[src/hw/rtl/stt_pkg.sv]
package stt_pkg;

  // Fixed field widths of the ports
  localparam int unsigned REQ_W      = 2;
  localparam int unsigned TOKEN_W    = 64;
  localparam int unsigned TIME_IN_W  = 48;
  localparam int unsigned CFG_W      = 48;
  localparam int unsigned SLOT_OUT_W = 2;
  localparam int unsigned IN_DATA_W  = TOKEN_W + TIME_IN_W;
  localparam int unsigned OUT_DATA_W = 8;

  // Session lifetime after reset: one day in microseconds
  localparam logic [CFG_W-1:0] USEC_PER_SEC = CFG_W'(1000000);
  localparam logic [CFG_W-1:0] EXPIRY_RESET = CFG_W'(86400) * USEC_PER_SEC;

  // Request kinds
  typedef enum logic [REQ_W-1:0] {
    REQ_INSERT     = 2'd0,
    REQ_VALIDATE   = 2'd1,
    REQ_INVALIDATE = 2'd2
  } req_e;

  // Sequencer states
  typedef enum logic [1:0] {
    ST_IDLE,
    ST_SCAN,
    ST_DONE
  } st_e;

endpackage

[src/hw/rtl/stt_ram.sv]
module stt_ram #(
  parameter int unsigned WIDTH = 8,
  parameter int unsigned DEPTH = 4
) (
  input  logic                                   clk_i,
  input  logic                                   we_i,
  input  logic [(DEPTH > 1 ? $clog2(DEPTH) : 1)-1:0] waddr_i,
  input  logic [WIDTH-1:0]                       wdata_i,
  input  logic [(DEPTH > 1 ? $clog2(DEPTH) : 1)-1:0] raddr_i,
  output logic [WIDTH-1:0]                       rdata_o
);

  logic [WIDTH-1:0] mem_q [DEPTH];
  logic [WIDTH-1:0] rdata_q;

  // One write port, one registered read port
  always_ff @(posedge clk_i) begin
    if (we_i) begin
      mem_q[waddr_i] <= wdata_i;
    end
    rdata_q <= mem_q[raddr_i];
  end

  assign rdata_o = rdata_q;

endmodule

[src/hw/rtl/stt_age_cmp.sv]
module stt_age_cmp import stt_pkg::*; #(
  parameter int unsigned TIME_BITS = 48
) (
  input  logic                 age_mode_i,  // 1: age > expiry, 0: oldest > created
  input  logic [TIME_BITS-1:0] now_i,
  input  logic [TIME_BITS-1:0] created_i,
  input  logic [TIME_BITS-1:0] oldest_i,
  input  logic [CFG_W-1:0]     expiry_i,
  output logic                 gt_o
);

  localparam int unsigned CW = (TIME_BITS > CFG_W) ? TIME_BITS : CFG_W;

  logic [TIME_BITS-1:0] age;
  logic [CW-1:0]        op_a;
  logic [CW-1:0]        op_b;

  // Age wraps modulo the time width
  assign age = now_i - created_i;

  // Single shared magnitude compare
  assign op_a = age_mode_i ? CW'(age)      : CW'(oldest_i);
  assign op_b = age_mode_i ? CW'(expiry_i) : CW'(created_i);
  assign gt_o = op_a > op_b;

endmodule

[src/hw/rtl/session_token_table.sv]
// Channel   Dir  Handshake             Payload
// s_axis    in   tvalid/tready         tuser: req_type; tdata: token, now_time
// m_axis    out  tvalid/tready         tdata: matched, slot, evicted
// cfg       in   cfg_we_i (no stall)   cfg_wdata_i: expiry_time
//
// Insert and validate scan one slot per cycle through the registered read of
// the token and time memories, to the end or stopping early. Invalidate,
// unused kinds and zero token validates skip the scan. The scan length is set
// by the single compare unit and memory read port. Reset clears the active
// bits and the sequencer; slot memories need no clearing. A stalled result
// holds the sequencer in its final state until the output register frees up.
module session_token_table import stt_pkg::*; #(
  parameter int unsigned SLOTS      = 4,
  parameter int unsigned TOKEN_BITS = 64,
  parameter int unsigned TIME_BITS  = 48
) (
  input  logic                  clk_i,
  input  logic                  rst_ni,
  input  logic                  s_axis_tvalid_i,
  output logic                  s_axis_tready_o,
  input  logic [IN_DATA_W-1:0]  s_axis_tdata_i,  // [63:0] token, [111:64] now_time
  input  logic [REQ_W-1:0]      s_axis_tuser_i,  // [1:0] req_type
  output logic                  m_axis_tvalid_o,
  input  logic                  m_axis_tready_i,
  output logic [OUT_DATA_W-1:0] m_axis_tdata_o,  // [0] matched, [2:1] slot, [3] evicted
  input  logic                  cfg_we_i,
  input  logic [CFG_W-1:0]      cfg_wdata_i
);

  localparam int unsigned AW = (SLOTS > 1) ? $clog2(SLOTS) : 1;
  localparam int unsigned IW = $clog2(SLOTS + 1);

  st_e                   state_q, state_d;
  req_e                  req_q;
  req_e                  in_req;
  logic [TOKEN_BITS-1:0] tok_q, in_tok;
  logic [TIME_BITS-1:0]  now_q, oldest_q, oldest_nx;
  logic [CFG_W-1:0]      expiry_q;
  logic [IW-1:0]         idx_q;
  logic                  rd_vld_q;
  logic [AW-1:0]         rd_idx_q;
  logic [AW-1:0]         pick_q, pick_nx;
  logic [SLOTS-1:0]      active_q;
  logic                  res_matched_q, res_evicted_q;
  logic [AW-1:0]         res_slot_q;
  logic                  out_vld_q;
  logic [OUT_DATA_W-1:0] out_data_q;

  logic                  in_acc, out_free;
  logic                  issue, finish, fin_matched, fin_evicted, clr_one, ram_we;
  logic                  last, cmp_gt;
  logic [TOKEN_BITS-1:0] rd_token;
  logic [TIME_BITS-1:0]  rd_created;

  assign in_req   = req_e'(s_axis_tuser_i);
  assign in_tok   = TOKEN_BITS'(s_axis_tdata_i[TOKEN_W-1:0]);
  assign in_acc   = s_axis_tvalid_i && s_axis_tready_o;
  assign out_free = !out_vld_q || m_axis_tready_i;
  assign last     = rd_idx_q == AW'(SLOTS - 1);

  // Slot storage
  stt_ram #(.WIDTH(TOKEN_BITS), .DEPTH(SLOTS)) u_tok_ram (
    .clk_i   (clk_i),
    .we_i    (ram_we),
    .waddr_i (pick_nx),
    .wdata_i (tok_q),
    .raddr_i (idx_q[AW-1:0]),
    .rdata_o (rd_token)
  );

  stt_ram #(.WIDTH(TIME_BITS), .DEPTH(SLOTS)) u_time_ram (
    .clk_i   (clk_i),
    .we_i    (ram_we),
    .waddr_i (pick_nx),
    .wdata_i (now_q),
    .raddr_i (idx_q[AW-1:0]),
    .rdata_o (rd_created)
  );

  // Shared compare: expiry check on validate, oldest search on insert
  stt_age_cmp #(.TIME_BITS(TIME_BITS)) u_cmp (
    .age_mode_i (req_q == REQ_VALIDATE),
    .now_i      (now_q),
    .created_i  (rd_created),
    .oldest_i   (oldest_q),
    .expiry_i   (expiry_q),
    .gt_o       (cmp_gt)
  );

  // Next state
  always_comb begin
    state_d = state_q;
    unique case (state_q)
      ST_IDLE: begin
        if (in_acc) begin
          if (in_req == REQ_INSERT ||
              (in_req == REQ_VALIDATE && in_tok != '0)) begin
            state_d = ST_SCAN;
          end else begin
            state_d = ST_DONE;
          end
        end
      end
      ST_SCAN: begin
        if (finish) state_d = ST_DONE;
      end
      ST_DONE: begin
        if (out_free) state_d = ST_IDLE;
      end
      default: state_d = ST_IDLE;
    endcase
  end

  // Scan evaluation of the slot read in the previous cycle
  always_comb begin
    issue       = 1'b0;
    finish      = 1'b0;
    fin_matched = 1'b0;
    fin_evicted = 1'b0;
    clr_one     = 1'b0;
    ram_we      = 1'b0;
    pick_nx     = pick_q;
    oldest_nx   = oldest_q;
    if (state_q == ST_SCAN) begin
      issue = idx_q < IW'(SLOTS);
      if (rd_vld_q) begin
        if (req_q == REQ_INSERT) begin
          if (!active_q[rd_idx_q]) begin
            pick_nx     = rd_idx_q;
            finish      = 1'b1;
            fin_matched = 1'b1;
          end else begin
            if (rd_idx_q == '0 || cmp_gt) begin
              oldest_nx = rd_created;
              pick_nx   = rd_idx_q;
            end
            if (last) begin
              finish      = 1'b1;
              fin_matched = 1'b1;
              fin_evicted = 1'b1;
            end
          end
          ram_we = finish;
        end else begin
          if (active_q[rd_idx_q]) begin
            if (cmp_gt) begin
              clr_one = 1'b1;
            end else if (rd_token == tok_q) begin
              finish      = 1'b1;
              fin_matched = 1'b1;
              pick_nx     = rd_idx_q;
            end
          end
          if (last) finish = 1'b1;
        end
      end
    end
  end

  // Control registers
  always_ff @(posedge clk_i or negedge rst_ni) begin
    if (!rst_ni) begin
      state_q   <= ST_IDLE;
      idx_q     <= '0;
      rd_vld_q  <= 1'b0;
      active_q  <= '0;
      out_vld_q <= 1'b0;
      expiry_q  <= EXPIRY_RESET;
    end else begin
      state_q <= state_d;
      if (cfg_we_i) expiry_q <= cfg_wdata_i;
      if (in_acc) begin
        idx_q    <= '0;
        rd_vld_q <= 1'b0;
        if (in_req == REQ_INVALIDATE) active_q <= '0;
      end else if (state_q == ST_SCAN) begin
        idx_q    <= idx_q + IW'(issue);
        rd_vld_q <= issue && !finish;
        if (clr_one) active_q[rd_idx_q] <= 1'b0;
        if (ram_we)  active_q[pick_nx]  <= 1'b1;
      end
      if (state_q == ST_DONE && out_free) begin
        out_vld_q <= 1'b1;
      end else if (m_axis_tready_i) begin
        out_vld_q <= 1'b0;
      end
    end
  end

  // Payload registers
  always_ff @(posedge clk_i) begin
    if (in_acc) begin
      req_q         <= in_req;
      tok_q         <= in_tok;
      now_q         <= TIME_BITS'(s_axis_tdata_i[IN_DATA_W-1:TOKEN_W]);
      res_matched_q <= 1'b0;
      res_evicted_q <= 1'b0;
      res_slot_q    <= '0;
    end
    if (state_q == ST_SCAN) begin
      rd_idx_q <= idx_q[AW-1:0];
      pick_q   <= pick_nx;
      oldest_q <= oldest_nx;
      if (finish) begin
        res_matched_q <= fin_matched;
        res_evicted_q <= fin_evicted;
        res_slot_q    <= fin_matched ? pick_nx : '0;
      end
    end
    if (state_q == ST_DONE && out_free) begin
      out_data_q <= OUT_DATA_W'({res_evicted_q, SLOT_OUT_W'(res_slot_q), res_matched_q});
    end
  end

  assign s_axis_tready_o = state_q == ST_IDLE;
  assign m_axis_tvalid_o = out_vld_q;
  assign m_axis_tdata_o  = out_data_q;

  // Memory writes only at the end of an insert scan
  a_we_insert: assert property (@(posedge clk_i) disable iff (!rst_ni)
    ram_we |-> state_q == ST_SCAN && req_q == REQ_INSERT)
    else $error("slot write outside insert scan");

  // A written slot is active afterward
  a_we_active: assert property (@(posedge clk_i) disable iff (!rst_ni)
    ram_we |=> active_q[$past(pick_nx)])
    else $error("inserted slot not active");

  // Read pipeline only alive during a scan
  a_rd_scan: assert property (@(posedge clk_i) disable iff (!rst_ni)
    rd_vld_q |-> state_q == ST_SCAN)
    else $error("read pending outside scan");

  // An eviction is always reported as a successful insert
  a_evict: assert property (@(posedge clk_i) disable iff (!rst_ni)
    out_vld_q && out_data_q[3] |-> out_data_q[0])
    else $error("eviction without match flag");

endmodule
[config.mk]
export PLATFORM = sky130hd
export DESIGN_NAME = session_token_table
export DESIGN_NICKNAME = d
export VERILOG_FILES = /design/src/hw/rtl/stt_pkg.sv /design/src/hw/rtl/stt_ram.sv /design/src/hw/rtl/stt_age_cmp.sv /design/src/hw/rtl/session_token_table.sv
export SDC_FILE = /design/constraint.sdc
export NUM_CORES = 1
export LEC_CHECK = 0
export ABC_AREA = 1
export BUFFER_PORTS_ARGS = -buffer_cell sky130_fd_sc_hd__buf_2
export CAP_MARGIN = 20
export CORE_MARGIN = 4
export CORE_UTILIZATION = 30
export CTS_CLUSTER_DIAMETER = 60
export DETAILED_ROUTE_END_ITERATION = 10
export SLEW_MARGIN = 10
export SYNTH_ARGS = -nofsm -noshare
export SYNTH_HDL_FRONTEND = slang
export SYNTH_SLANG_ARGS = --single-unit
[constraint.sdc]
create_clock -name clk_i -period 27.7 [get_ports clk_i]
set_input_delay 4.155 -clock clk_i [delete_from_list [all_inputs] [get_ports clk_i]]
set_output_delay 4.155 -clock clk_i [all_outputs]
set_load 0.02 [all_outputs]
# Word level (Yosys, flattened, before mapping)
# Memory sizes are Yosys's and may differ from the RTL's. A register that Yosys moved wholly into a read port is not among the register bits.
# Cells that the tools add are included.
# op_classes
shift	0
mul	0
n_lt_le_gt_ge	6
n_eq_ne	11
reduce_logical	21
n_mux	70
bitwise_logic	3
div_mod_pow	0
add_sub_neg	2
# op_table
op	count
$mux 48	2
$eq 64x64->1	1
$reduce_bool 64->1	1
$gt 48x48->1	1
$sub 48x48->48	1
$mux 1	39
$mux 2	16
$mux 4	7
$logic_not 2->1	4
$eq 2x1->1 const B	3
$eq 2x2->1 const B	3
$logic_and 1x1->1	6
$lt 2x3->1 const B	2
$mux 3	2
$pmux 2 s3	1
$reduce_and 5->1	1
$and 4x4->4	1
$demux 1 s2	2
$ge 2x1->1 const B	2
$ne 2x1->1 const B	2
$ne 2x2->1 const B	2
$not 4->4	1
$or 4x4->4	1
$reduce_bool 2->1	2
other kinds (7)	10
# word_totals
input_bits	167
latch_bits	0
n_memories	2
mem_bits_ro	0
ff_bits	233
elab_cells	131
output_inout_bits	10
ram_bits	448
# memory_table
name	depth	word_bits	read_ports	rd_clocked_by_memory_dff	wr	line	source
u_tok_ram.mem_q	4	64	1	1	1	stt_ram.sv:13	logic [WIDTH-1:0] mem_q [DEPTH];
u_time_ram.mem_q	4	48	1	1	1	stt_ram.sv:13	

# Logic depth before layout (Yosys ltp)
# logic_depth
ltp_word	17
ltp_mapped	37
ltp_nobuf	37

# Modules after synthesis
# A second synthesis with hierarchy kept.
# hier_totals
cells_unflattened	4065
hier_area_um2	37388.4
# modules_own_cells
module	seq_area_each_um2	n_inst	cells_per_inst	area_each_um2
stt_ram at u_tok_ram	8968.6	1	1074	12042.8
session_token_table	6678.9	1	870	9748.1
stt_ram at u_time_ram	6726.5	1	808	9057.4
stt_age_cmp	0.0	1	1313	6540.0

# Worst setup path after synthesis
# No wires, ideal clock.
# synth_timing
kind	reg2reg
from	register now_q[0]
to	memory u_time_ram.mem_q[1][0] in the netlist's numbering (enable)
required_time_ns	27.116
period_less_slack_ns	8.826
setup_slack_ns	18.874
path_stages_with_launch	29
arrival_time_ns	8.242
n_path_buf	0
cell_sequence	edfxtp_1 -> inv_1 -> ha_1 -> inv_1 -> fa_1 -> nand3_1 -> nand2_2 -> a21oi_2 -> inv_2 -> a21oi_4 -> o21ai_1 -> a21oi_1 -> o21bai_1 -> or2_1 -> nand3_1 -> nand2_1 -> ha_1 -> nand2_1 -> nor3_2 -> nand2_1 -> clkinv_1 -> nand4_1 -> nand2_1 -> nand2_2 -> nand2_4 -> nand3_4 -> nand2_2 -> nand2_4 -> nor2_1
# synth_via
elab_chain_len	9
# synth_lines
element	line	source
from (decl)	session_token_table.sv:37	logic [TIME_BITS-1:0] now_q, oldest_q, oldest_nx;
from (signal assigned)	session_token_table.sv:195	now_q <= TIME_BITS'(s_axis_tdata_i[IN_DATA_W-1:TOKEN_W]);
$sub 48x48->48 *	stt_age_cmp.sv:19	assign age = now_i - created_i;
$mux 48 *	stt_age_cmp.sv:22	assign op_a = age_mode_i ? CW'(age) : CW'(oldest_i);
$gt 48x48->1 *	stt_age_cmp.sv:24	assign gt_o = op_a > op_b;
$logic_or 1x1->1	session_token_table.sv:133	if (rd_idx_q == '0 || cmp_gt) begin
$mux 2	session_token_table.sv:133	
$mux 2	session_token_table.sv:128	if (!active_q[rd_idx_q]) begin
$mux 2 *	session_token_table.sv:127	if (req_q == REQ_INSERT) begin
$mux 2 *	session_token_table.sv:126	if (rd_vld_q) begin
$mux 2 *	session_token_table.sv:124	if (state_q == ST_SCAN) begin
to (decl)	stt_ram.sv:13	
# Every way passes the cells marked *; elsewhere a longest branch is shown, timed or not.

# Worst setup path after layout
# layout_timing
from	register now_q[0]
to	memory u_tok_ram.mem_q[0][43] in the netlist's numbering (enable)
# layout_via
elab_chain_len	9
# layout_lines
element	line
$sub 48x48->48 *	stt_age_cmp.sv:19
$mux 48 *	stt_age_cmp.sv:22
$gt 48x48->1 *	stt_age_cmp.sv:24
$logic_or 1x1->1	session_token_table.sv:133
$mux 2	session_token_table.sv:133
$mux 2	session_token_table.sv:128
$mux 2 *	session_token_table.sv:127
$mux 2 *	session_token_table.sv:126
$mux 2 *	session_token_table.sv:124
to (decl)	stt_ram.sv:13
# Marked as above.

==> results by group <==
Global routing
  • Vias in the first global route: 20,350
  • Largest net degree at the start of global routing: 155
  • Antenna violations before repair: 7
  • GRT overflow: 0
  • Total track usage: 13.8%
  • First-pass GRT wire length: 123 mm

Route
  • 1st-iter DRT viols: 1,581
  • Antenna Nets Post-Route: 0
  • Drt wl/cell: 18.3 um
  • Final wirelength: 81.7 mm
  • Via count: 21,141
  • Post-route DRC violation count: 0
  • Vias per cell: 4.73
  • Drt first pass iters: 7

Timing
  • Slew Limit Fails: 0
  • Final Hold Fails: 0
  • Worst slew pin tran: 1.11 ns
  • Max Freq: 150 MHz
  • Slew HR: 26.3%
  • RSZ-0062 raised after global routing: false
  • Tcrit/Tclk final: 24.0%
  • # setup viols final: 0
  • PnR worst setup slack: 21.05 ns
  • Setup Skew: 0.0188 ns
  • Setup TNS: 0 ns
  • Tmin final: 6.65 ns

Clock network
  • CTS max path bufs: 3
  • CTS Buf Count: 81
  • CTS Sinks: 793
  • H-tree levels: 3
  • Clk Latency, worst-skew pair: 0.64 ns
  • # Post-CTS Setup Buffers: 0
  • Cts hold-fix bufs: 0
  • CTS tree: yes
  • Clk root buf: clkbuf_16
  • Reg clk slew, reported paths: 0.06 ns
  • Post-CTS sizing: 0

Setup path
  • Crit-path slowest cell: inv_4
  • Startpoint types: flip-flop
  • Most frequent CP cell: nand2_1
  • Critical path class: reg -> reg
  • Critical path's largest stage delay: 0.81 ns
  • Critical Path RT: 27.96 ns
  • Critical path capture point type: flip-flop
  • Crit Path Max Fanout: 66
  • Crit path DAT: 6.91 ns

Die
  • Die Area: 115,000 um^2
  • IO Count: 177
  • Die Wd: 339 um
  • Initial Util: 30.2%
  • Core Area: 109,000 um^2
  • Row Count: 121
  • Die Height: 339 um

Placed design
  • DP Worst Slack: 21.07 ns
  • Port Buffers: 172
  • Dpl cell area: 35,200 um^2
  • Routability cong.: 0.881
  • Post-DP HPWL: 52.4 mm

Power
  • Power Dens Cells: 104 nW/um^2
  • Tot Pwr: 3.94 mW
  • Leak pwr: 14.3 nW
  • Maximum vdd drop: 0.0652 mV

Logic synthesis
  • Ys Warns: 0
  • #FFs+latches synth: 793
  • Unique cell type count in the Yosys netlist: 56
  • Area share of the largest cell type after synthesis: 56.6%
  • Synth top cells by count: edfxtp_1, o21ai_0, nand2_1, nor2_1, inv_1
  • Most common cell in the netlist: edfxtp_1
  • Top cells by area, synth: edfxtp_1, dfxtp_1, o21ai_0
  • EDFF count, synth: 618
  • Async SR Flop Fraction: 7.44%
  • Mapped Cells: 2,821
  • Main synth FF type: edfxtp_1
  • Average cell area after synthesis: 11.6 um^2
  • Register area share after synthesis: 68.2%
  • Netlist Area Pre-Place: 32,800 um^2
  • Yosys top cell by area: edfxtp_1

Final layout
  • Nets@finish: 3,256
  • Area Growth Syn to Fin: 16.0%
  • Layout cells sized above 1: 13.0%
  • Area of the multi-input gates: 9160 um^2
  • Design area: 38,000 um^2
  • FILL cells: 10,719
  • Register area: 22,400 um^2

Flow run
  • Max cap viols: 0

Worst hold path
  • Worst hold-check path type: reg -> reg

Outcome
  • Outcome: finished, final reports clean
critical path: cells and delay by family (launching register included):
family | cells | cell delay [ns]
adders and majority gates | 3 | 0.84
and+or+nand+nor | 16 | 1.80
AOI/OAI and AO/OA | 6 | 1.02
DFF | 1 | 0.44
buffers and inverters | 6 | 1.84
xor gates and xnor gates | 1 | 0.23
flip-flops by register name, indices dropped and copies added, names as in the netlist:
| name | count |
|---|---|
| active_q | 4 |
| expiry_q | 48 |
| idx_q | 3 |
| m_axis_tdata_o | 4 |
| m_axis_tvalid_o | 1 |
| now_q | 48 |
| oldest_q | 48 |
| pick_q | 2 |
| rd_idx_q | 2 |
| rd_vld_q | 1 |
| req_q | 2 |
| res_evicted_q | 1 |
| res_matched_q | 1 |
| res_slot_q | 2 |
| state_q | 2 |
| tok_q | 64 |
| u_time_ram.mem_q | 192 |
| u_time_ram.rdata_o | 48 |
| u_tok_ram.mem_q | 256 |
| u_tok_ram.rdata_o | 64 |
worst paths after layout:
check	start	endpoint	slack, ns	cells past startpoint
worst max-delay path	now_q[0]	u_tok_ram.mem_q[0][43]	21.05	32
worst min-delay path	res_evicted_q	m_axis_tdata_o[3]	0.45	0
worst max register to register	now_q[0]	u_tok_ram.mem_q[0][43]	21.05	32
worst min register to register	res_evicted_q	m_axis_tdata_o[3]	0.45	0
max in group asynchronous	rst_ni	idx_q[1]	23.27	2
min in group asynchronous	rst_ni	expiry_q[15]	3.72	2
logic make-up after synthesis:
kind of cell / synth area share (%)
buffers and inverters: 4.06
muxes: 0.122
DFF: 68.2
other: 0.0114
xor gates and xnor gates: 2.08
AOI/OAI and AO/OA: 10.8
and+or+nand+nor: 10.9
adders and majority gates: 3.76
through the flow:
stage / instances / hold slack, ns / util [%]
floorplan: 2824 / 0.409 / -
global placement: 4321 / 0.435 / 32.4
detailed placement: 4321 / 0.427 / 32.4
CTS: 4471 / 0.453 / 35.0
global route: 4472 / 0.469 / 35.0
finish: 4473 / 0.447 / 35.0
layout make-up:
type / count / area share [%]
sequential: 793 / 58.8
multi-input combinational: 1681 / 24.1
clock inverter: 43 / 1.32
antenna: 1 / 0.00658
tap: 1414 / 4.65
inverter: 244 / 2.45
clock buffer: 107 / 5.96
timing repair buffer: 190 / 2.70
power by group:
group | switching [mW] | internal, mW
Clock | 0.471 | 0.642
Sequential | 0.149 | 1.49
Combinational | 0.773 | 0.411
Total | 1.39 | 2.55
per-layer routing:
metal / track usage [%] / routed length (um)
met1: 20.1 / 39200
met2: 21.6 / 36500
met3: 2.42 / 4490
met4: 3.22 / 1500
met5: 0 / 0
cell usage in the layout (no fill, tap or decap), types with 7 or more instances in the layout:
cell type  Yosys  final
nand2_1      347    347
buf_4          4     16
nor4_1        17     13
nor2_1       337    334
o21ai_1       13     13
clkinv_2       0     17
ha_1          97     97
edfxtp_1     618    618
o21a_1         8      8
a31oi_1       14     14
clkbuf_16      0     82
o21ai_0      381    381
buf_2          1    172
dfstp_2       14     14
clkbuf_8       0     12
nor3_1        16     16
nand3_1       61     61
dfrtp_1       45     43
dfxtp_1      116    116
xnor2_1       45     45
a21o_1         8      8
a21oi_1       91     90
clkbuf_1     100     13
inv_1        236    232
xor2_1        33     33
nand4_1       23     23
o22ai_1      113    113
or2_2         13     13
o21bai_1       7      7
Power figures use the tool's default switching activity.
